===== config.mk =====
export PLATFORM = sky130hd
export DESIGN_NAME = wms_cmd_fifo
export DESIGN_NICKNAME = d
export VERILOG_FILES = /design/src/hdl/wms_pkg.sv /design/src/hdl/wms_cmd_fifo.sv
export SDC_FILE = /design/constraint.sdc
export NUM_CORES = 1
export LEC_CHECK = 0
export CAP_MARGIN = 30
export CORE_MARGIN = 4
export CORE_UTILIZATION = 45
export CTS_BUF_LIST = sky130_fd_sc_hd__clkbuf_8
export CTS_CLUSTER_SIZE = 10
export DETAILED_ROUTE_END_ITERATION = 7
export DONT_BUFFER_PORTS = 1
export PLACE_DENSITY = 0.62
export SLEW_MARGIN = 20
export SYNTH_ARGS = -nofsm -noshare
export SYNTH_HDL_FRONTEND = slang
export SYNTH_SLANG_ARGS = --single-unit
export TNS_END_PERCENT = 50

===== constraint.sdc =====
create_clock -name clk -period 9.5 [get_ports clk]
set_clock_uncertainty 0.2 [all_clocks]
set_input_delay 0.475 -clock clk [delete_from_list [all_inputs] [get_ports clk]]
set_output_delay 0.475 -clock clk [all_outputs]
set_load 0.01 [all_outputs]

===== src/hdl/wms_pkg.sv =====
`default_nettype none
// ----------------------------------------------------------------------------
// wms_pkg: shared types and constants of the wave mesh stencil
// grid geometry, value format, register and mode codes, command record
// ----------------------------------------------------------------------------
package wms_pkg;

  localparam int GRID_SIZE       = 64;
  localparam int VALUE_BITS      = 16;
  localparam int COORD_BITS      = $clog2(GRID_SIZE);
  localparam int ADDR_BITS       = 2 * COORD_BITS;
  localparam int CELLS           = GRID_SIZE * GRID_SIZE;
  localparam int CFG_BITS        = 16;
  localparam int CFG_INDEX_BITS  = 1;
  localparam int CMD_QUEUE_DEPTH = 2;
  localparam int SAT_BITS        = 48;

  localparam logic [CFG_BITS-1:0] COUPLING_RESET = 16'd6554;
  localparam logic [CFG_BITS-1:0] DIFFUSE_RESET  = 16'd3277;

  localparam logic [CFG_INDEX_BITS-1:0] REG_COUPLING = 1'b0;
  localparam logic [CFG_INDEX_BITS-1:0] REG_DIFFUSE  = 1'b1;

  localparam logic [1:0] MODE_TICK   = 2'd0;
  localparam logic [1:0] MODE_STRIKE = 2'd1;
  localparam logic [1:0] MODE_READ   = 2'd2;
  localparam logic [1:0] MODE_NONE   = 2'd3;

  typedef struct packed {
    logic [1:0]                   kind;
    logic [COORD_BITS-1:0]        row;
    logic [COORD_BITS-1:0]        col;
    logic [COORD_BITS-1:0]        r_lo;
    logic [COORD_BITS-1:0]        r_hi;
    logic [COORD_BITS-1:0]        c_lo;
    logic [COORD_BITS-1:0]        c_hi;
    logic                         empty;
    logic signed [VALUE_BITS-1:0] strike_value;
    logic signed [VALUE_BITS-1:0] prior_add;
    logic signed [VALUE_BITS-1:0] slope_row;
    logic signed [VALUE_BITS-1:0] slope_col;
  } cmd_t;

  function automatic logic [VALUE_BITS-1:0] sat_value(input logic signed [SAT_BITS-1:0] x);
    logic signed [SAT_BITS-1:0] hi;
    logic signed [SAT_BITS-1:0] lo;
    hi = (SAT_BITS'(64'sd1) <<< (VALUE_BITS - 1)) - SAT_BITS'(64'sd1);
    lo = -hi - SAT_BITS'(64'sd1);
    if (x > hi) begin
      sat_value = hi[VALUE_BITS-1:0];
    end else if (x < lo) begin
      sat_value = lo[VALUE_BITS-1:0];
    end else begin
      sat_value = x[VALUE_BITS-1:0];
    end
  endfunction

  function automatic logic is_inner(input logic [ADDR_BITS-1:0] k);
    logic [COORD_BITS-1:0] r;
    logic [COORD_BITS-1:0] c;
    r = k[ADDR_BITS-1:COORD_BITS];
    c = k[COORD_BITS-1:0];
    is_inner = (r != '0) && (r != COORD_BITS'(GRID_SIZE - 1)) &&
               (c != '0) && (c != COORD_BITS'(GRID_SIZE - 1));
  endfunction

endpackage
`default_nettype wire


===== src/hdl/wms_cmd_fifo.sv =====
`default_nettype none
// ----------------------------------------------------------------------------
// wms_cmd_fifo: command queue
// short register queue between command intake and grid engine
// ----------------------------------------------------------------------------
module wms_cmd_fifo import wms_pkg::*; #(
  parameter int DEPTH = CMD_QUEUE_DEPTH
) (
  input  wire logic clk,
  input  wire logic rst,
  input  wire logic push,
  input  wire cmd_t push_cmd,
  output logic      full,
  input  wire logic pop,
  output logic      nonempty,
  output cmd_t      head
);

  localparam int PTR_BITS = (DEPTH > 1) ? $clog2(DEPTH) : 1;
  localparam int CNT_BITS = $clog2(DEPTH + 1);

  cmd_t                slots [DEPTH];
  logic [PTR_BITS-1:0] wr_ptr;
  logic [PTR_BITS-1:0] rd_ptr;
  logic [CNT_BITS-1:0] count;

  assign full     = (count == CNT_BITS'(DEPTH));
  assign nonempty = (count != '0);
  assign head     = slots[rd_ptr];

  always_ff @(posedge clk) begin
    if (push) begin
      slots[wr_ptr] <= push_cmd;
    end
  end

  always_ff @(posedge clk) begin
    if (rst) begin
      wr_ptr <= '0;
      rd_ptr <= '0;
      count  <= '0;
    end else begin
      if (push) begin
        wr_ptr <= (wr_ptr == PTR_BITS'(DEPTH - 1)) ? '0 : wr_ptr + 1'b1;
      end
      if (pop) begin
        rd_ptr <= (rd_ptr == PTR_BITS'(DEPTH - 1)) ? '0 : rd_ptr + 1'b1;
      end
      if (push && !pop) begin
        count <= count + 1'b1;
      end else if (pop && !push) begin
        count <= count - 1'b1;
      end
    end
  end

  a_no_overflow: assert property (@(posedge clk) disable iff (rst) full |-> !push)
    else $error("command queue overflow");
  a_no_underflow: assert property (@(posedge clk) disable iff (rst) !nonempty |-> !pop)
    else $error("command queue underflow");
  a_count_step: assert property (@(posedge clk) disable iff (rst)
    (push && !pop) |=> (count == $past(count) + 1'b1))
    else $error("command queue count mismatch");

endmodule
`default_nettype wire


==> After elaboration in Yosys (flattened, before gate mapping) <==
Memories as Yosys holds them, arrays and structs flattened. A register that Yosys moved wholly into a read port is not among the register bits.
Cells that the tools add are included.
{ "totals": {"reg_bits": 4, "ram_bits": 206, "in_bits": 107, "output_inout_bits": 105, "word_cells": 23, "memories": 1} }
{ "memory_table": {"columns": ["memory", "words", "word_bits", "rd", "rd_clocked_by_memory_dff", "wr", "line", "source"], "rows": [
  ["slots", 2, 103, 1, 1, 1, "wms_cmd_fifo.sv:22", "cmd_t slots [DEPTH];"]
]} }
{ "op_classes": {"add_sub_neg": 4, "eq_ne": 1, "muxes": 8, "reduce_logical": 6} }
{ "op_table": {"columns": ["cell", "count"], "rows": [
  ["$mux W1", 6],
  ["$mux W2", 2],
  ["$reduce_bool A2 Y1", 2],
  ["$add A1 B1 Y1 const B", 2],
  ["$add A2 B1 Y2 const B", 1],
  ["$eq A2 B2 Y1 const B", 1],
  ["$logic_and A1 B1 Y1", 2],
  ["$logic_not A1 Y1", 2],
  ["$sub A2 B1 Y2 const B", 1]
]} }

==> Longest topological paths before layout <==
Gate-level depths: netlist of run 1.
{ "logic_depth": {"word_depth": 4, "mapped_depth": 5} }

==> Worst setup path after synthesis of run 1 <==
OpenSTA, ideal clock, no wires.
{ "synth_path": {"path_type": "in2reg", "start": "in push", "end": "mem slots[0][0] in the netlist's numbering (enable)", "setup_ps": 578, "arrival_ps": 4955, "setup_slack_ps": 3767, "cell_stages": 1, "path_buffers": 0, "path_cell_list": "nor2b_1"} }
{ "synth_via": {"elab_chain_len": 2} }
{ "synth_lines": {"columns": ["item", "line", "source"], "rows": [
  ["start: declaration", "wms_cmd_fifo.sv:11", "input wire logic push,"],
  ["$mux W1", "wms_cmd_fifo.sv:32", "if (push) begin"],
  ["$mux W1 (not written as such)", "wms_cmd_fifo.sv:33", "slots[wr_ptr] <= push_cmd;"],
  ["end: declaration", "wms_cmd_fifo.sv:22", null]
]} }
Every way passes these cells.

==> results.toml, run 1 <==
[critical_path]
critPathMaxFanout = 53
r2r_cells = 3
required_ps = 8830
cp.arrival_ps = 2470
end_kind = "output pin"
crit_type = "reg2out"
r2r-end = "slots[0][96]$_DFFE_PP_"
crit_path_start_kind = "register"
r2r-start = "wr_ptr$_SDFFE_PP0P_"
rrSetupSlack_ps = 7110

[pwr]
p_sw_uw = 445.0
p_per_area_nw_per_um2 = 207.9
p_int_mw = 1.542
p_leak_nw = 3.246
combPwrFrac_pct = 9.5
p_sw_share_pct = 22.39
clkPwrFrac_pct = 34.7
ir_drop_mv = 0.1452
seqPwrFrac_pct = 55.8

[die]
design.core.area_um2 = 16640
die_area_um2 = 19160
die_h_um = 138.4
fp.dieW_um = 138.4
start_util_pct = 46.00
rows = 47
ios = 212

[cts]
postCtsSetupRepairBufs = 0
clkSlewWorstSetupHoldPaths_ps = 60
cts_max_level = 2
cts_buffer_depth = 3
clkSinkCount = 211
cts-root-buf = "clkbuf_8"
numCtsBuffers = 34
insertion_delay_ps = 490
cts_tree = "done"

[synth]
ys_ff_latch = 211
synth.top_cell.area_share_pct = 80.81
synth_fp_nets = 450
syn-cell-area_um2 = 7655
syn_inst = 342
netlist_top_cells_count = "206 x edfxtp_1, 103 x mux2_2, 7 x buf_6, 5 x dfxtp_1, 4 x nor2_1"
synth_edf_count = 206
synth_cell_type_count = 17
ys.flop_type = "edfxtp_1"
synth.most_common_cell = "edfxtp_1"
synthArstFlopShare_pct = 0
synth_area_leaders = "edfxtp_1 81%, mux2_2 15%, dfxtp_1 1.3%, buf_6 1.0%, xnor2_1 0.23%"
avgSynthCellArea_um2 = 22.38
ys_warn_count = 0
synth.largest_area_cell = "edfxtp_1"
ys_seq_area_share_pct = 82.12

[place]
port_buffers = 0
routabilityCongestion = 0.6832
dp_hpwl_um = 8412
placedCellCount = 554

[routing]
num_vias = 3566
drc_errors = 0
totalWireLength_um = 14250
firstDrtPassIters = 4
antenna_left = 0
vias_per_cell = 4.953
drtIter0Drc = 127
wire_per_inst_um = 19.79

[sta]
rsz0062_at_grt = "false"
relSlewSlack_pct = 36.40
slew_violations = 0
fin_hold_ws_ps = 147.9
setup_violations = 0
fin_crit_sh_pct = 33.13
finalHoldViolations = 0
setup_tns_ps = 0
tightest_slew_ps = 953.9
finalCriticalPeriod_ps = 3147
clock.fmax_ghz = 0.3177

[finish]
fillerInstances = 1248
area_growth_pct = 24.88
regArea_um2 = 6290
nNetsFinal = 585
drive_gt1_share_pct = 30.20
num_antenna_cells = 0
multi_input_area_um2 = 1274
finalNonFillerCells = 720

[grt]
grtUsageTotal_pct = 14.58
grt_pass1_vias = 3928
gr-total-overflow = 0
grt_pass1_wl_um = 22000
grt_max_degree = 71
antenna_found_initial = 0

[run]
cap_violations = 0

[min_path]
min_to = "count[0]$_SDFFE_PP0P_"
hp-start = "push"
whs_path_depth = 3
holdCritPathClass = "in2reg"

[outcome]
status = "completed"
[registers in the layout, indices dropped and copies added, names as in the netlist, named ones only]
register,count
count,2
rd_ptr,1
slots,206
wr_ptr,1
[kinds of logic after synthesis]
family	after synthesis	synth area share [%]
xor+xnor	4	0.4577
simple gates	9	0.6048
fa+ha+maj	1	0.1634
mux	103	15.15
flops	211	82.12
compound gates	2	0.1306
buf+inv	12	1.373
[worst max-delay path, cell delays in order, from the launching register on]
cell,delay (ps)
dfxtp_4,800
buf_4,690
mux2_2,460
[metal layers]
metal | track usage, % | part of all wire, % | wire [µm]
met1 | 18.14 | 40 | 5712
met2 | 22.25 | 47 | 6750
met3 | 6.906 | 10 | 1484
met4 | 5.720 | 2.1 | 301
met5 | 0 | 0 | 0
[cell usage in the layout (no fill, tap or decap), drive strengths merged]
| master | synthesis | routed |
|---|---|---|
| bufinv | 0 | 1 |
| or2 | 1 | 1 |
| edfxtp | 206 | 206 |
| dlygate4sd3 | 0 | 106 |
| nor2 | 4 | 4 |
| ha | 1 | 1 |
| nor2b | 2 | 2 |
| o21ai | 1 | 1 |
| xnor2 | 2 | 2 |
| dfxtp | 5 | 5 |
| a21oi | 1 | 1 |
| clkbuf | 0 | 35 |
| and2 | 1 | 1 |
| inv | 1 | 14 |
| clkinvlp | 0 | 1 |
| xor2 | 2 | 2 |
| mux2 | 103 | 103 |
| or3 | 1 | 1 |
| clkinv | 0 | 9 |
| buf | 11 | 4 |
[power groups by stage]
stage | clock [mW] | sequential (mW) | combinational [mW]
2_1_floorplan | 0 | 1.12 | 0.130
3_3_place_gp | 0 | 1.13 | 0.147
3_5_place_dp | 0 | 1.13 | 0.147
4_1_cts | 0.718 | 1.11 | 0.190
5_1_grt | 0.765 | 1.11 | 0.204
6_report | 0.689 | 1.11 | 0.189
[worst max-delay path by stage]
| stage | endpoint | slack, ps |
|---|---|---|
| 3_5_place_dp | slots[0][45]$_DFFE_PP_ | 6670 |
| 2_1_floorplan | slots[0][0]$_DFFE_PP_ | 3770 |
| 3_3_place_gp | slots[0][45]$_DFFE_PP_ | 6720 |
| 5_1_grt | head[65] | 6140 |
| 4_1_cts | head[65] | 6200 |
| 6_report | head[65] | 6350 |
[cell type report]
cell class / instances / area share [%]
Clock buffer: 35 / 5.039
Clock inverter: 24 / 1.296
Inverter: 1 / 0.03927
Multi-Input combinational cell: 119 / 13.32
Sequential cell: 211 / 65.80
Tap cell: 220 / 2.880
Timing Repair Buffer: 110 / 11.62
[per-stage QoR]
stage / cell area, µm² / total power [mW] / util, % / setup slack, ps
2_1_floorplan: 7655 / 1.252 / - / 3767
3_3_place_gp: 7865 / 1.272 / 47.26 / 6719
3_5_place_dp: 7865 / 1.276 / 47.26 / 6674
4_1_cts: 9532 / 2.017 / 57.27 / 6203
5_1_grt: 9559 / 2.083 / 57.44 / 6145
6_report: 9559 / 1.987 / 57.44 / 6353
[what timing repair did]
item | in CTS | in global routing
gates resized for setup | 0 | 0
hold buffers | 106 | 0
setup endpoints to repair | 0 | 0
hold endpoints to repair | 211 | 0
No activity file was read; power rests on OpenSTA's default activity.
==> run 2: changes to the inputs <==
--- a/config.mk
+++ b/config.mk
@@ -5,6 +5,7 @@
 export SDC_FILE = /design/constraint.sdc
 export NUM_CORES = 1
 export LEC_CHECK = 0
+export ABC_AREA = 1
 export CAP_MARGIN = 30
 export CORE_MARGIN = 4
 export CORE_UTILIZATION = 45
==> constraint.sdc (replaced) <==
create_clock -name clk -period 3.02 [get_ports clk]
set_clock_uncertainty 0.2 [all_clocks]
set_input_delay 0.151 -clock clk [delete_from_list [all_inputs] [get_ports clk]]
set_output_delay 0.151 -clock clk [all_outputs]
set_load 0.01 [all_outputs]
==> results.toml, run 2 <==
[finish]
final_util_pct = 57.79
largest_register_ff_count = 206
nNetsFinal = 600
regArea_um2 = 6290
reg_top3 = "slots (206), count (2)"
layout_common_cells = "206 x edfxtp_1, 107 x dlygate4sd3_1, 103 x mux2_2"
multi_input_area_um2 = 1260
regMostFlops = "slots"
area_growth_pct = 25.34
fillerInstances = 1223
drive_gt1_share_pct = 29.32
layout_commonest_cell = "edfxtp_1"

[synth]
ys_ff_latch = 211
synth.most_common_cell = "edfxtp_1"
synth_cell_type_count = 16
syn_inst = 353
synth_edf_count = 206
synth_fp_nets = 461
avgSynthCellArea_um2 = 21.74
synth.largest_area_cell = "edfxtp_1"
synth_area_leaders = "edfxtp_1 81%, mux2_2 15%, dfxtp_1 1.3%, buf_6 1.0%, inv_1 0.44%"
syn-cell-area_um2 = 7674
ys.flop_type = "edfxtp_1"
synth.top_cell.area_share_pct = 80.61
netlist_top_cells_count = "206 x edfxtp_1, 103 x mux2_2, 9 x inv_1, 7 x buf_6"
synthArstFlopShare_pct = 0
ys_seq_area_share_pct = 81.92
ys_warn_count = 0

[critical_path]
critPathMaxFanout = 37
rrSetupSlack_ps = 1200
r2r-end = "slots[1][19]$_DFFE_PP_"
crit_path_start_kind = "register"
end_kind = "output pin"
cp.arrival_ps = 1870
required_ps = 2670
crit_type = "reg2out"
r2r_cells = 3
r2r-start = "wr_ptr$_SDFFE_PP0P_"

[grt]
grt_pass1_wl_um = 22440
grt_use_met3_pct = 6.724
gr-total-overflow = 0
grtUsageTotal_pct = 14.77
busiest_layer = "met2"
grt_pass1_vias = 4042
grt.met1_usage_pct = 17.42
met2_usage_pct = 23.79
antenna_found_initial = 2
grt_max_degree = 68

[routing]
drc_errors = 0
totalWireLength_um = 14460
num_vias = 3667
antenna_left = 0
vias_per_cell = 4.976
wire_per_inst_um = 19.62
drtIter0Drc = 139
firstDrtPassIters = 4

[die]
ios = 212
fp.dieW_um = 138.6
die_h_um = 138.6
start_util_pct = 46.11
design.core.area_um2 = 16640
die_area_um2 = 19210
rows = 47

[cts]
cts_hold_buf = 107
clkSinkCount = 211
cts_max_level = 2
postCtsSetupRepairBufs = 0
insertion_delay_ps = 480
clkSlewWorstSetupHoldPaths_ps = 60
cts_tree = "done"
cts_resized = 0
numCtsBuffers = 35
cts_buffer_depth = 3
cts-root-buf = "clkbuf_8"

[sta]
slew_violations = 0
rsz0062_at_grt = "false"
fin_ws_ps = 797.6
setup_violations = 0
setup_tns_ps = 0
tightest_slew_ps = 554.6
relSlewSlack_pct = 63.03
finalHoldViolations = 0
finalCriticalPeriod_ps = 2222
clock.fmax_ghz = 0.4500
fin_crit_sh_pct = 73.59

[min_path]
hp-start = "push_cmd[99]"
holdCritPathClass = "in2reg"
min_to = "slots[0][99]$_DFFE_PP_"
whs_path_depth = 1

[pwr]
ir_drop_mv = 0.5485
p_per_area_nw_per_um2 = 640.8
p_leak_nw = 3.291
finalPower_mw = 6.164

[place]
port_buffers = 0
dpl_worst_slack_ps = 1179
dp_hpwl_um = 8763
routabilityCongestion = 0.7212

[run]
cap_violations = 0

[outcome]
status = "completed"
-- run 2: changes by cell type in the layout (fill, tap and decap cells not counted), moves of 2 or more --
cell and change:
clkbuf_8 +2, xor2_1 -2, inv_1 +6, nand2_1 +6
buf_12 +3, clkinv_1 +3, diode_2 +2
-- run 2: layout make-up --
cell class              instances  share of cell area [%]
clock buffers                  37                   5.295
clock inverters                23                  0.9236
diodes                          2                 0.05204
well taps                     220                   2.862
flip-flops and latches        211                   65.40
multi-input cells             122                   13.10
repair buffers                113                   11.99
inverters                       9                  0.3773
-- run 2: worst max path at each step --
| stage | start | to | cells past startpoint |
|---|---|---|---|
| finish | register | head[101] | 2 |
| global route | register | head[85] | 2 |
| CTS | register | head[85] | 2 |
| detailed placement | wr_ptr$_SDFFE_PP0P_ | slots[1][84]$_DFFE_PP_ | 3 |
| global placement | wr_ptr$_SDFFE_PP0P_ | slots[1][0]$_DFFE_PP_ | 3 |
| floorplan | wr_ptr$_SDFFE_PP0P_ | slots[1][0]$_DFFE_PP_ | 2 |
-- run 2: where the power goes --
part	switching, mW	total [mW]	internal [mW]
Sequential	0.0436	3.44	3.39
Combinational	0.320	0.588	0.268
Clock	1.02	2.14	1.12
-- run 2: kinds of logic after synthesis --
family | synth area share (%)
AOI/OAI and AO/OA | 0.1303
xor gates and xnor gates | 0.1142
adders and majority gates | 0.1630
buffers and inverters | 1.761
DFF | 81.92
muxes | 15.11
and+or+nand+nor | 0.7988
-- run 2: per-stage QoR --
stage / hold slack, ps / instances / area (µm²)
finish: 111.2 / 737 / 9618
global route: 80.23 / 737 / 9618
CTS: 76.27 / 735 / 9613
detailed placement: 32.75 / 568 / 7944
global placement: 26.70 / 568 / 7944
floorplan: 23.38 / 353 / 7681
-- run 2: critical path, cell delays in order (launching register included) --
cell and delay, ps:
dfxtp_4 470, buf_4 450, mux2_2 440
-- run 2: layer usage --
metal | routed length (µm) | up-vias
met5 | 0 | -
met4 | 332 | 0
met3 | 1492 | 28
met2 | 7049 | 178
met1 | 5583 | 1792
li1 | - | 1669
