**src/hdl/wms_pkg.sv**
```systemverilog
`default_nettype none
// ----------------------------------------------------------------------------
// wms_pkg: shared types and constants of the wave mesh stencil
// grid geometry, value format, register and mode codes, command record
// ----------------------------------------------------------------------------
package wms_pkg;

  localparam int GRID_SIZE       = 64;
  localparam int VALUE_BITS      = 16;
  localparam int COORD_BITS      = $clog2(GRID_SIZE);
  localparam int ADDR_BITS       = 2 * COORD_BITS;
  localparam int CELLS           = GRID_SIZE * GRID_SIZE;
  localparam int CFG_BITS        = 16;
  localparam int CFG_INDEX_BITS  = 1;
  localparam int CMD_QUEUE_DEPTH = 2;
  localparam int SAT_BITS        = 48;

  localparam logic [CFG_BITS-1:0] COUPLING_RESET = 16'd6554;
  localparam logic [CFG_BITS-1:0] DIFFUSE_RESET  = 16'd3277;

  localparam logic [CFG_INDEX_BITS-1:0] REG_COUPLING = 1'b0;
  localparam logic [CFG_INDEX_BITS-1:0] REG_DIFFUSE  = 1'b1;

  localparam logic [1:0] MODE_TICK   = 2'd0;
  localparam logic [1:0] MODE_STRIKE = 2'd1;
  localparam logic [1:0] MODE_READ   = 2'd2;
  localparam logic [1:0] MODE_NONE   = 2'd3;

  typedef struct packed {
    logic [1:0]                   kind;
    logic [COORD_BITS-1:0]        row;
    logic [COORD_BITS-1:0]        col;
    logic [COORD_BITS-1:0]        r_lo;
    logic [COORD_BITS-1:0]        r_hi;
    logic [COORD_BITS-1:0]        c_lo;
    logic [COORD_BITS-1:0]        c_hi;
    logic                         empty;
    logic signed [VALUE_BITS-1:0] strike_value;
    logic signed [VALUE_BITS-1:0] prior_add;
    logic signed [VALUE_BITS-1:0] slope_row;
    logic signed [VALUE_BITS-1:0] slope_col;
  } cmd_t;

  function automatic logic [VALUE_BITS-1:0] sat_value(input logic signed [SAT_BITS-1:0] x);
    logic signed [SAT_BITS-1:0] hi;
    logic signed [SAT_BITS-1:0] lo;
    hi = (SAT_BITS'(64'sd1) <<< (VALUE_BITS - 1)) - SAT_BITS'(64'sd1);
    lo = -hi - SAT_BITS'(64'sd1);
    if (x > hi) begin
      sat_value = hi[VALUE_BITS-1:0];
    end else if (x < lo) begin
      sat_value = lo[VALUE_BITS-1:0];
    end else begin
      sat_value = x[VALUE_BITS-1:0];
    end
  endfunction

  function automatic logic is_inner(input logic [ADDR_BITS-1:0] k);
    logic [COORD_BITS-1:0] r;
    logic [COORD_BITS-1:0] c;
    r = k[ADDR_BITS-1:COORD_BITS];
    c = k[COORD_BITS-1:0];
    is_inner = (r != '0) && (r != COORD_BITS'(GRID_SIZE - 1)) &&
               (c != '0) && (c != COORD_BITS'(GRID_SIZE - 1));
  endfunction

endpackage
`default_nettype wire

```
**src/hdl/wms_in_if.sv**
```systemverilog
`default_nettype none
// ----------------------------------------------------------------------------
// wms_in_if: command channel
// valid/ready handshake carrying one tick, strike or read command
// ----------------------------------------------------------------------------
interface wms_in_if;
  logic              valid;
  logic              ready;
  logic [1:0]        mode;
  logic [5:0]        row;
  logic [5:0]        col;
  logic [1:0]        half_size;
  logic signed [15:0] strike_value;
  logic signed [15:0] prior_add;
  logic signed [15:0] slope_row;
  logic signed [15:0] slope_col;

  modport source (output valid, mode, row, col, half_size, strike_value, prior_add,
                  slope_row, slope_col, input ready);
  modport sink (input valid, mode, row, col, half_size, strike_value, prior_add,
                slope_row, slope_col, output ready);
endinterface
`default_nettype wire

```
**src/hdl/wms_front.sv**
```systemverilog
`default_nettype none
// ----------------------------------------------------------------------------
// wms_front: command intake
// accepts commands, clips strike patches to the inner grid, queues them
// ----------------------------------------------------------------------------
module wms_front import wms_pkg::*; (
  wms_in_if.sink     cmd,
  input  wire logic  busy,
  input  wire logic  queue_full,
  output logic       push,
  output cmd_t       push_cmd
);

  localparam logic [COORD_BITS-1:0] LAST_INNER = COORD_BITS'(GRID_SIZE - 2);
  localparam logic [COORD_BITS-1:0] FIRST_INNER = COORD_BITS'(1);

  logic [COORD_BITS-1:0] half;
  logic [COORD_BITS:0]   row_up;
  logic [COORD_BITS:0]   col_up;
  logic [COORD_BITS-1:0] r_lo;
  logic [COORD_BITS-1:0] r_hi;
  logic [COORD_BITS-1:0] c_lo;
  logic [COORD_BITS-1:0] c_hi;

  assign cmd.ready = !busy && !queue_full;

  always_comb begin
    half   = COORD_BITS'(cmd.half_size);
    row_up = {1'b0, cmd.row} + {1'b0, half};
    col_up = {1'b0, cmd.col} + {1'b0, half};
    r_lo   = (cmd.row > half) ? cmd.row - half : FIRST_INNER;
    c_lo   = (cmd.col > half) ? cmd.col - half : FIRST_INNER;
    r_hi   = (row_up > {1'b0, LAST_INNER}) ? LAST_INNER : row_up[COORD_BITS-1:0];
    c_hi   = (col_up > {1'b0, LAST_INNER}) ? LAST_INNER : col_up[COORD_BITS-1:0];
  end

  always_comb begin
    push_cmd.kind         = cmd.mode;
    push_cmd.row          = cmd.row;
    push_cmd.col          = cmd.col;
    push_cmd.r_lo         = r_lo;
    push_cmd.r_hi         = r_hi;
    push_cmd.c_lo         = c_lo;
    push_cmd.c_hi         = c_hi;
    push_cmd.empty        = (r_lo > r_hi) || (c_lo > c_hi);
    push_cmd.strike_value = cmd.strike_value;
    push_cmd.prior_add    = cmd.prior_add;
    push_cmd.slope_row    = cmd.slope_row;
    push_cmd.slope_col    = cmd.slope_col;
  end

  // unused mode code is taken and dropped
  assign push = cmd.valid && cmd.ready && (cmd.mode != MODE_NONE);

endmodule
`default_nettype wire

```
**src/flat_wrapper.sv**
```systemverilog
// flat-port wrapper written by rule: the top's interface ports become plain ports
module wms_front_flat import wms_pkg::*;
  (busy, queue_full, push, push_cmd, cmd_valid, cmd_mode, cmd_row, cmd_col, cmd_half_size, cmd_strike_value, cmd_prior_add, cmd_slope_row, cmd_slope_col, cmd_ready);
  wms_in_if cmd_i ();
  input  wire logic busy;
  input  wire logic queue_full;
  output logic push;
  output cmd_t push_cmd;
  input wire logic [$bits(cmd_i.valid)-1:0] cmd_valid;
  input wire logic [$bits(cmd_i.mode)-1:0] cmd_mode;
  input wire logic [$bits(cmd_i.row)-1:0] cmd_row;
  input wire logic [$bits(cmd_i.col)-1:0] cmd_col;
  input wire logic [$bits(cmd_i.half_size)-1:0] cmd_half_size;
  input wire logic [$bits(cmd_i.strike_value)-1:0] cmd_strike_value;
  input wire logic [$bits(cmd_i.prior_add)-1:0] cmd_prior_add;
  input wire logic [$bits(cmd_i.slope_row)-1:0] cmd_slope_row;
  input wire logic [$bits(cmd_i.slope_col)-1:0] cmd_slope_col;
  output wire logic [$bits(cmd_i.ready)-1:0] cmd_ready;
  assign cmd_i.valid = cmd_valid;
  assign cmd_i.mode = cmd_mode;
  assign cmd_i.row = cmd_row;
  assign cmd_i.col = cmd_col;
  assign cmd_i.half_size = cmd_half_size;
  assign cmd_i.strike_value = cmd_strike_value;
  assign cmd_i.prior_add = cmd_prior_add;
  assign cmd_i.slope_row = cmd_slope_row;
  assign cmd_i.slope_col = cmd_slope_col;
  assign cmd_ready = cmd_i.ready;
  wms_front u_core (.cmd(cmd_i), .busy(busy), .queue_full(queue_full), .push(push), .push_cmd(push_cmd));
endmodule
```
**config.mk**
```make
export PLATFORM = sky130hd
export DESIGN_NAME = wms_front_flat
export DESIGN_NICKNAME = d
export VERILOG_FILES = /design/src/hdl/wms_pkg.sv /design/src/hdl/wms_in_if.sv /design/src/hdl/wms_front.sv /design/src/flat_wrapper.sv
export SDC_FILE = /design/constraint.sdc
export NUM_CORES = 1
export LEC_CHECK = 0
export BUFFER_PORTS_ARGS = -buffer_cell sky130_fd_sc_hd__buf_2
export CAP_MARGIN = 30
export CORE_MARGIN = 3
export CORE_UTILIZATION = 33
export DETAILED_ROUTE_END_ITERATION = 12
export GPL_TIMING_DRIVEN = 0
export PLACE_DENSITY = 0.84
export RECOVER_POWER = 50
export SLEW_MARGIN = 20
export SYNTH_ARGS = -nofsm -noshare
export SYNTH_HDL_FRONTEND = slang
export SYNTH_SLANG_ARGS = --single-unit
```
**constraint.sdc**
```tcl
create_clock -name vclk -period 2.6
set_clock_uncertainty 0.05 [all_clocks]
set_input_delay 0.26 -clock vclk [all_inputs]
set_output_delay 0.26 -clock vclk [all_outputs]
set_load 0.1 [all_outputs]
```
## Word level (Yosys, flattened, before mapping)

Cells that the tools add are included.

| operators by class | value |
|---|---|
| order comparisons | 6 |
| equality and inequality tests | 1 |
| reduce and logical (&&, ||, !) cells | 6 |
| add/subtract/negate cells | 4 |
| muxes and demuxes | 4 |

Operators by type and width:

| kind | number |
|---|---|
| $mux 6 | 4 |
| $add 6x2->7 | 2 |
| $gt 7x6->1 const B | 2 |
| $gt 6x2->1 | 2 |
| $gt 6x6->1 | 2 |
| $sub 6x2->6 | 2 |
| $logic_and 1x1->1 | 3 |
| $logic_not 1->1 | 2 |
| $ne 2x2->1 const B | 1 |
| $logic_or 1x1->1 | 1 |

| storage, ports and cells | value |
|---|---|
| output and inout bits | 105 |
| bits in registers | 0 |
| input bits | 83 |

## Longest topological paths before layout

Gate-level depths: netlist of run 1.

| depth | value |
|---|---|
| depth after elaboration | 5 |
| mapped depth | 13 |

## Worst setup path before layout of run 1

No wires, ideal clock.

| timing | value |
|---|---|
| path type | input to output |
| from | in cmd_half_size[0] |
| to | out push_cmd[64] (netlist name) |
| path buffers | 0 |
| data arrival time | 5,024 ps |
| required time | 2,290 ps |
| stages on the path | 12 |
| path slack | -2,734 ps |
| cell sequence | ha_1 fa_1 xor2_2 nand4b_1 mux2i_1 a211oi_1 ha_1 inv_1 a21oi_1 nor2_1 o32ai_1 nand2_1 |

RTL lines:

| element | line | source |
|---|---|---|
| start: declaration | flat_wrapper.sv:13 | `input wire logic [$bits(cmd_i.half_size)-1:0] cmd_half_size;` |
| end: declaration | flat_wrapper.sv:8 | `output cmd_t push_cmd;` |

==> results.json, run 1 <==
{
  "fin_crit_ns": 3.09,
  "finalWirelength_mm": 4.53,
  "dr_wl_met2_mm": 2.59,
  "register_area_um2": 0,
  "syn_to_final_growth_pct": 52.6,
  "design.seq.count": 0,
  "design_area_um2": 2550,
  "core_area_um2": 4820,
  "drtIter0Drc": 41,
  "holdWs_ns": 0.854,
  "rows": 25,
  "ir_worst_vdd_v": 0.000329,
  "grt_setup_unrepaired": "yes",
  "hold_path_depth": 2,
  "antenna_cells": 0,
  "vias_per_cell": 4.31,
  "synth_compound_area_share_pct": 11.4,
  "hold_class": "input port to primary output",
  "grt_overflow_total": 0,
  "cp-end-kind": "primary output",
  "synthXorXnorAreaFrac_pct": 5.17,
  "clock_power_share_pct": 0,
  "io-pin-count": 188,
  "drive_gt1_share_pct": 54.1,
  "syn-num-nets": 338,
  "finalHoldViolCount": 0,
  "seq_power_share_pct": 0,
  "outcome": "complete, but fails checks",
  "start_util_pct": 34.7,
  "grtUsageTotal_pct": 13.4,
  "worst_pin_slew_ns": 1.17,
  "placed_area_um2": 2450,
  "die_h_um": 77.1,
  "dr_wl_met3_um": 355,
  "p_sw_mw": 1.05,
  "switching_share_pct": 78.1,
  "min_to": "push_cmd[15]",
  "grt_pass1_vias": 1746,
  "tns_ns": -0.493,
  "synth_fa_ha_area_share_pct": 19.8,
  "worst-endpoint-arrival_ns": 2.78,
  "clkbuf_count": 0,
  "dr.pass1.iters": 4,
  "avgRoutedWirePerCell_um": 10.7,
  "place_congestion": 0.760,
  "grt_pass1_wl_mm": 7.09,
  "grt_max_degree": 11,
  "synth-seq-area-share_pct": 0,
  "p_per_area_nw_per_um2": 530,
  "portBuffers": 118,
  "maxSlewViolCount": 0,
  "drcViolationCount": 0,
  "final_util_pct": 52.9,
  "nets": 466,
  "drv_cap": 0,
  "die_area_um2": 5950,
  "top_layer": "met4",
  "crit_type": "input port to primary output",
  "violations": "negative setup slack",
  "drtAntennaViolNets": 0,
  "crit_path_start_kind": "input port",
  "fin_ws_ns": -0.493,
  "route.vias.total": 1829,
  "yosysUniqueCellTypes": 33,
  "post-dp-hpwl_mm": 4.04,
  "fmax_mhz": 323,
  "netlist_area_um2": 1670,
  "intPower_mw": 0.296,
  "yosys.area_share.simple_pct": 18.8,
  "min_from": "cmd_slope_col[15]",
  "antenna_found_initial": 0,
  "fillCellCount": 490,
  "worst-path-max-fanout": 4,
  "m1WireLength_mm": 1.54,
  "synth_mux_area_share_pct": 2.40,
  "crit_required_ns": 2.29,
  "power_frac_comb_pct": 100.0,
  "leakage_nw": 1.35,
  "fin_crit_sh_pct": 119,
  "syn_area_per_cell_um2": 7.23,
  "ys_warn_count": 0,
  "relSlewSlack_pct": 22.2,
  "syn_inst": 231,
  "synth_top_family_by_area": "buffers and inverters",
  "setup_viol": 1,
  "die_x_um": 77.1
}
-- power by group through the flow --
stage / clock, mW / combinational (mW) / sequential, mW
floorplan: 0 / 1.15 / 0
global route: 0 / 1.42 / 0
detailed placement: 0 / 1.31 / 0
CTS: 0 / 1.35 / 0
global placement: 0 / 1.30 / 0
finish: 0 / 1.35 / 0
-- kinds of logic after synthesis --
family	after synthesis
mux	4
fa+ha+maj	24
buf+inv	107
compound gates	26
xor+xnor	9
simple gates	61
-- layer usage --
metal / vias up / global-route usage (%)
met4: 0 / 1.96
met3: 7 / 1.06
met1: 802 / 13.9
met2: 93 / 28.7
li1: 927 / -
met5: - / 0
-- layout make-up --
cell class                      count  area, µm²  share of cell area, %
Inverter                           21       78.8                   3.09
Tap cell                           67       83.8                   3.29
Buffer                             86        631                   24.7
Multi-Input combinational cell    124       1130                   44.3
Timing Repair Buffer              126        626                   24.5
-- how the worst max path moves through the flow --
stage	depth (start not counted)	to	startpoint
4_1_cts	14	push_cmd[64]	cmd_half_size[0]
2_1_floorplan	12	push_cmd[64]	cmd_half_size[0]
3_3_place_gp	14	push_cmd[64]	cmd_half_size[1]
5_1_grt	14	push_cmd[64]	cmd_half_size[0]
6_report	14	push_cmd[64]	cmd_half_size[0]
3_5_place_dp	14	push_cmd[64]	cmd_half_size[1]
-- cell usage after synthesis (2+ instances only) --
master     n  area [µm²]
nand3_1    8        40.0
a211oi_1   3        22.5
a21oi_4    2        32.5
buf_2      3        15.0
mux2i_1    4        40.0
nand2b_1   3        18.8
nand2_1   12        45.0
ha_1      20         250
nand4_1    4        25.0
clkbuf_1   3        11.3
and3_1     3        18.8
o21ai_0    7        35.0
xnor2_1    3        26.3
a21o_1     5        37.5
xor2_1     5        43.8
nor3_1     3        15.0
buf_4     79         593
a21oi_1    4        20.0
nor2b_1    6        37.5
o32ai_1    2        17.5
or4_4      2        22.5
inv_1     21        78.8
fa_1       4        80.1
nor2_1    16        60.1
-- repair_timing --
| item | CTS | global route |
|---|---|---|
| buffers inserted | 4 | 4 |
| gates resized for setup | 14 | 9 |
| setup endpoints to repair | 2 | 3 |
| hold buffers | 0 | 0 |
| pin swaps | 8 | 10 |
-- stage by stage --
stage	power [mW]	setup slack [ns]	std cells
floorplan	1.15	-0.899	231
global placement	1.30	-0.835	416
detailed placement	1.31	-0.924	416
CTS	1.35	-0.672	420
global route	1.42	-0.684	424
finish	1.35	-0.493	424
-- layout by cell type, fill, tap and decap left out, types with 4 or more instances in the layout --
cell type,n
a21o_1,5
buf_2,64
buf_4,89
clkbuf_1,54
ha_1,16
inv_1,20
nand2_1,11
nand3_1,8
nand4_1,4
nor2_1,9
nor2_2,5
nor2b_2,4
o21ai_0,4
xor2_1,5
-- worst max-delay path: stages --
cell	delay (ns)
buf_8	0.11
ha_4	0.16
fa_2	0.38
xor2_2	0.19
nand4b_1	0.17
mux2i_4	0.20
a21o_1	0.16
and3_4	0.19
ha_4	0.20
a21oi_2	0.11
nor2b_1	0.06
o32ai_2	0.33
nand2_4	0.08
buf_12	0.17
Note: power is estimated with default switching activity, not from simulation.
==> run 2, diff against run 1 <==
--- a/config.mk
+++ b/config.mk
@@ -9,8 +9,8 @@
 export CAP_MARGIN = 30
 export CORE_MARGIN = 3
-export CORE_UTILIZATION = 33
+export CORE_UTILIZATION = 36
 export DETAILED_ROUTE_END_ITERATION = 12
 export GPL_TIMING_DRIVEN = 0
-export PLACE_DENSITY = 0.84
+export PLACE_DENSITY = 0.87
 export RECOVER_POWER = 50
 export SLEW_MARGIN = 20
==> constraint.sdc (replaced) <==
create_clock -name vclk -period 3.2
set_clock_uncertainty 0.05 [all_clocks]
set_input_delay 0.48 -clock vclk [all_inputs]
set_output_delay 0.48 -clock vclk [all_outputs]
set_load 0.1 [all_outputs]
==> run 2 against run 1 <==
Effect of this change:
- the flow still finishes with violations (negative setup slack)
- combinational power shrank 17%
- final area grew 2.1%
- power shrank 17%
- flip-flop and latch count is the same
- die area shrank 7.7%
- first-iteration DRC count grew 59%
- core utilization grew 6.0 points
- non-clock buffer count grew 2
- worst setup slack gained 0.16 ns
- critical path depth is the same
- global-route usage grew 1.0 points
- highest routed layer is now met3
==> results.json, run 2 (synthesis gave the netlist of run 1 again) <==
{
  "outcome": "complete, but fails checks",
  "violations": "negative setup slack",
  "drive_gt1_share_pct": 56.8,
  "drtAntennaViolNets": 0,
  "dr.pass1.iters": 4,
  "power_mw": 1.12,
  "final_cell_mix": "89 x buf_4, 65 x buf_2, 55 x clkbuf_1",
  "die_area_um2": 5490,
  "die_x_um": 74.1,
  "vias_per_cell": 4.47,
  "p_per_area_nw_per_um2": 429,
  "worst-endpoint-arrival_ns": 3.00,
  "crit_required_ns": 2.67,
  "grtUsageTotal_pct": 14.4,
  "cp_common_cell": "ha_4",
  "antenna_cells": 0,
  "design.seq.count": 0,
  "placed_area_um2": 2430,
  "register_area_um2": 0,
  "hold_class": "input port to primary output",
  "relSlewSlack_pct": 22.1,
  "grt_pass1_wl_mm": 6.71,
  "grt_pass1_vias": 1625,
  "drcViolationCount": 0,
  "syn_to_final_growth_pct": 55.8,
  "rows": 24,
  "finalHoldViolCount": 0,
  "design_area_um2": 2600,
  "preCtsSetupSlack_ns": -0.750,
  "clock_power_share_pct": 0,
  "fmax_mhz": 283,
  "finalWirelength_mm": 4.76,
  "crit_type": "input port to primary output",
  "final_util_pct": 59.0,
  "antenna_found_initial": 0,
  "avgRoutedWirePerCell_um": 11.6,
  "cpLargestDelayFamily": "adder cells",
  "fin_ws_ns": -0.331,
  "portBuffers": 118,
  "tns_ns": -0.331,
  "final_common_cell": "buf_4",
  "post-dp-hpwl_mm": 3.99,
  "intPower_mw": 0.250,
  "place_congestion": 0.860,
  "fin_crit_sh_pct": 110,
  "io-pin-count": 188,
  "worst_pin_slew_ns": 1.17,
  "drv_cap": 0,
  "path_buf_inv": 2,
  "p_sw_mw": 0.866,
  "route.vias.total": 1837,
  "fin_cells": 411,
  "setup_viol": 1,
  "clkbuf_count": 0,
  "fillCellCount": 439,
  "cp-end-kind": "primary output",
  "hold_path_depth": 2,
  "seq_power_share_pct": 0,
  "switching_share_pct": 77.6,
  "nets": 468,
  "dp_cells": 401,
  "maxSlewViolCount": 0,
  "leakage_nw": 1.36,
  "grt_setup_unrepaired": "yes",
  "drtIter0Drc": 65,
  "holdWs_ns": 1.29,
  "grt_max_degree": 11,
  "crit_path_start_kind": "input port",
  "min_from": "cmd_slope_col[1]",
  "worst-path-max-fanout": 3,
  "ir_worst_vdd_v": 0.000219,
  "core_area_um2": 4410,
  "grt_overflow_total": 0,
  "power_frac_comb_pct": 100.0,
  "slowest_stage": "fa_2",
  "fin_crit_ns": 3.53,
  "cp_slowest_stage_delay_ns": 0.39,
  "die_h_um": 74.1,
  "start_util_pct": 37.8,
  "min_to": "push_cmd[1]",
  "path_cells": "buf_8, ha_4, fa_2, xor2_2, nand4b_1, mux2i_4, a21o_1, and3_4, ha_4, a21oi_2, nor2b_2, o32ai_2, nand2_4, buf_12"
}
## run 2: cell count changes in the layout (fill, tap and decap cells not counted), sizes merged
cell | previous run | this run
buf | 157 | 159
## run 2: how the worst max path moves through the flow
stage	start	end	slack [ns]	cells after the start
detailed placement	cmd_half_size[1]	push_cmd[64]	-0.75	14
global placement	cmd_half_size[1]	push_cmd[64]	-0.65	14
floorplan	cmd_half_size[0]	push_cmd[64]	-0.74	12
CTS	cmd_half_size[0]	push_cmd[64]	-0.46	14
global route	cmd_col[0]	push_cmd[64]	-0.43	15
finish	cmd_half_size[0]	push_cmd[64]	-0.33	14
## run 2: cell type report
class / instances / area (µm²) / share of cell area [%]
multi-input cells: 124 / 1180 / 45.2
repair buffers: 128 / 651 / 25.0
plain buffers: 86 / 631 / 24.2
inverters: 21 / 78.8 / 3.03
well taps: 52 / 65.1 / 2.50
## run 2: timing repair
action / in CTS / in global routing
setup buffers: 4 / 6
setup endpoints to repair: 1 / 1
pin swaps: 9 / 15
gates resized for setup: 15 / 20
hold endpoints to repair: 0 / 0
hold buffers: 0 / 0
## run 2: metal layers
layer	vias up	track usage, %	part of all wire (%)
met2	83	30.0	59
met1	826	16.9	33
met5	-	0	0
met4	0	0.604	0
li1	928	-	-
met3	0	0	7.9
## run 2: power groups by stage
stage	clock (mW)	combinational [mW]	sequential, mW
floorplan	0	0.935	0
global placement	0	1.05	0
detailed placement	0	1.07	0
CTS	0	1.09	0
global route	0	1.17	0
finish	0	1.12	0
==> run 3, diff against run 2 <==
- RECOVER_POWER: 50 -> 25
==> run 3 against run 2 <==
Effect of this change:
- the flow still finishes with violations (negative setup slack)
- die area unchanged
- clock-buffer cell count unchanged
- sequential share of layout area unchanged
- maximum frequency about the same
- worst setup slack got worse by 0.0019 ns
- final cell count unchanged
- core utilization increased by 0.74 points
- global-route usage unchanged
- largest power group unchanged
==> results.json, run 3 (synthesis gave the netlist of run 1 again) <==
{
  "crit_path_start_kind": "input port",
  "place_congestion": 0.860,
  "post-dp-hpwl_mm": 3.99,
  "cts_hold_buffers": 0,
  "cp_common_cell": "ha_4",
  "die_area_um2": 5490,
  "worst_pin_slew_ns": 1.17,
  "grt_pass1_vias": 1625,
  "slowest_stage": "fa_2",
  "worst-endpoint-arrival_ns": 3.00,
  "io-pin-count": 188,
  "route.vias.total": 1840,
  "core_area_um2": 4410,
  "design.seq.count": 0,
  "maxSlewViolCount": 0,
  "fin_crit_ns": 3.53,
  "rows": 24,
  "preCtsSetupSlack_ns": -0.750,
  "dr.pass1.iters": 4,
  "clkbuf_count": 0,
  "hold_class": "input port to primary output",
  "outcome": "complete, but fails checks",
  "cpLargestDelayFamily": "adder cells",
  "syn_to_final_growth_pct": 57.8,
  "die_x_um": 74.1,
  "cp-end-kind": "primary output",
  "final_util_pct": 59.7,
  "antenna_cells": 0,
  "start_util_pct": 37.8,
  "drcViolationCount": 0,
  "relSlewSlack_pct": 22.1,
  "path_buf_inv": 2,
  "crit_cells": 14,
  "drtIter0Drc": 40,
  "fin_crit_sh_pct": 110,
  "portBuffers": 118,
  "avgRoutedWirePerCell_um": 11.5,
  "vias_per_cell": 4.48,
  "drive_gt1_share_pct": 64.1,
  "grt_max_degree": 11,
  "path_cells": "buf_8, ha_4, fa_2, xor2_2, nand4b_1, mux2i_4, a21o_1, and3_4, ha_4, a21oi_2, nor2b_2, o32ai_2, nand2_4, buf_12",
  "fin_ws_ns": -0.333,
  "final_common_cell": "buf_2",
  "grtUsageTotal_pct": 14.4,
  "hold_path_depth": 2,
  "finalHoldViolCount": 0,
  "nets": 468,
  "finalWirelength_mm": 4.72,
  "drv_cap": 0,
  "violations": "negative setup slack",
  "setup_viol": 1,
  "worst-path-max-fanout": 3,
  "crit_required_ns": 2.67,
  "register_area_um2": 0,
  "grt_pass1_wl_mm": 6.71,
  "fmax_mhz": 283,
  "crit_type": "input port to primary output",
  "die_h_um": 74.1,
  "p_per_area_nw_per_um2": 425,
  "grt_overflow_total": 0,
  "grt_setup_unrepaired": "yes",
  "antenna_found_initial": 0,
  "final_cell_mix": "91 x buf_2, 89 x buf_4, 29 x clkbuf_1",
  "drtAntennaViolNets": 0,
  "leakage_nw": 1.43,
  "ir_worst_vdd_v": 0.000219,
  "cp_slowest_stage_delay_ns": 0.39
}
run 3: cell types whose count changed in the layout (fill, tap and decap cells not counted):
| cell | delta |
|---|---|
| clkbuf_1 | -26 |
| buf_2 | +26 |
run 3: final cells by class:
cell class | instances | area, µm²
Fill cell | 418 | 1780
Multi-Input combinational cell | 124 | 1180
Timing Repair Buffer | 128 | 683
Buffer | 86 | 631
Inverter | 21 | 78.8
Tap cell | 52 | 65.1
run 3: final timing paths:
check,from,endpoint,slack (ns)
min,cmd_slope_col[1],push_cmd[1],1.29
max,cmd_half_size[0],push_cmd[64],-0.33
run 3: routing by layer:
| metal | vias to the layer above | wire length [µm] | global-route usage [%] |
|---|---|---|---|
| li1 | 929 | - | - |
| met1 | 826 | 1560 | 16.9 |
| met2 | 85 | 2790 | 30.0 |
| met3 | 0 | 373 | 0 |
| met4 | 0 | 0 | 0.604 |
| met5 | - | 0 | 0 |
run 3: repair_timing:
| item | 4_1_cts | 5_1_grt |
|---|---|---|
| buffers inserted | 4 | 6 |
| endpoints found under the setup margin | 1 | 1 |
| pin swaps | 9 | 15 |
| hold endpoints to repair | 0 | 0 |
| resized for setup | 15 | 20 |
run 3: metrics by stage:
step | hold WS (ns) | std cells | TNS (ns) | power (mW) | area [µm²]
global route | 1.30 | 411 | -0.427 | 1.17 | 2640
detailed placement | 1.29 | 401 | -0.750 | 1.07 | 2430
global placement | 1.29 | 401 | -0.647 | 1.05 | 2430
CTS | 1.29 | 405 | -0.457 | 1.09 | 2520
finish | 1.29 | 411 | -0.333 | 1.12 | 2640
floorplan | 1.08 | 231 | -0.739 | 0.935 | 1770
run 3: power by group:
part | switching (mW) | leakage [nW] | total (mW) | internal, mW
logic | 0.865 | 1.43 | 1.12 | 0.255
registers | 0 | 0 | 0 | 0
clock network | 0 | 0 | 0 | 0
total | 0.865 | 1.43 | 1.12 | 0.255
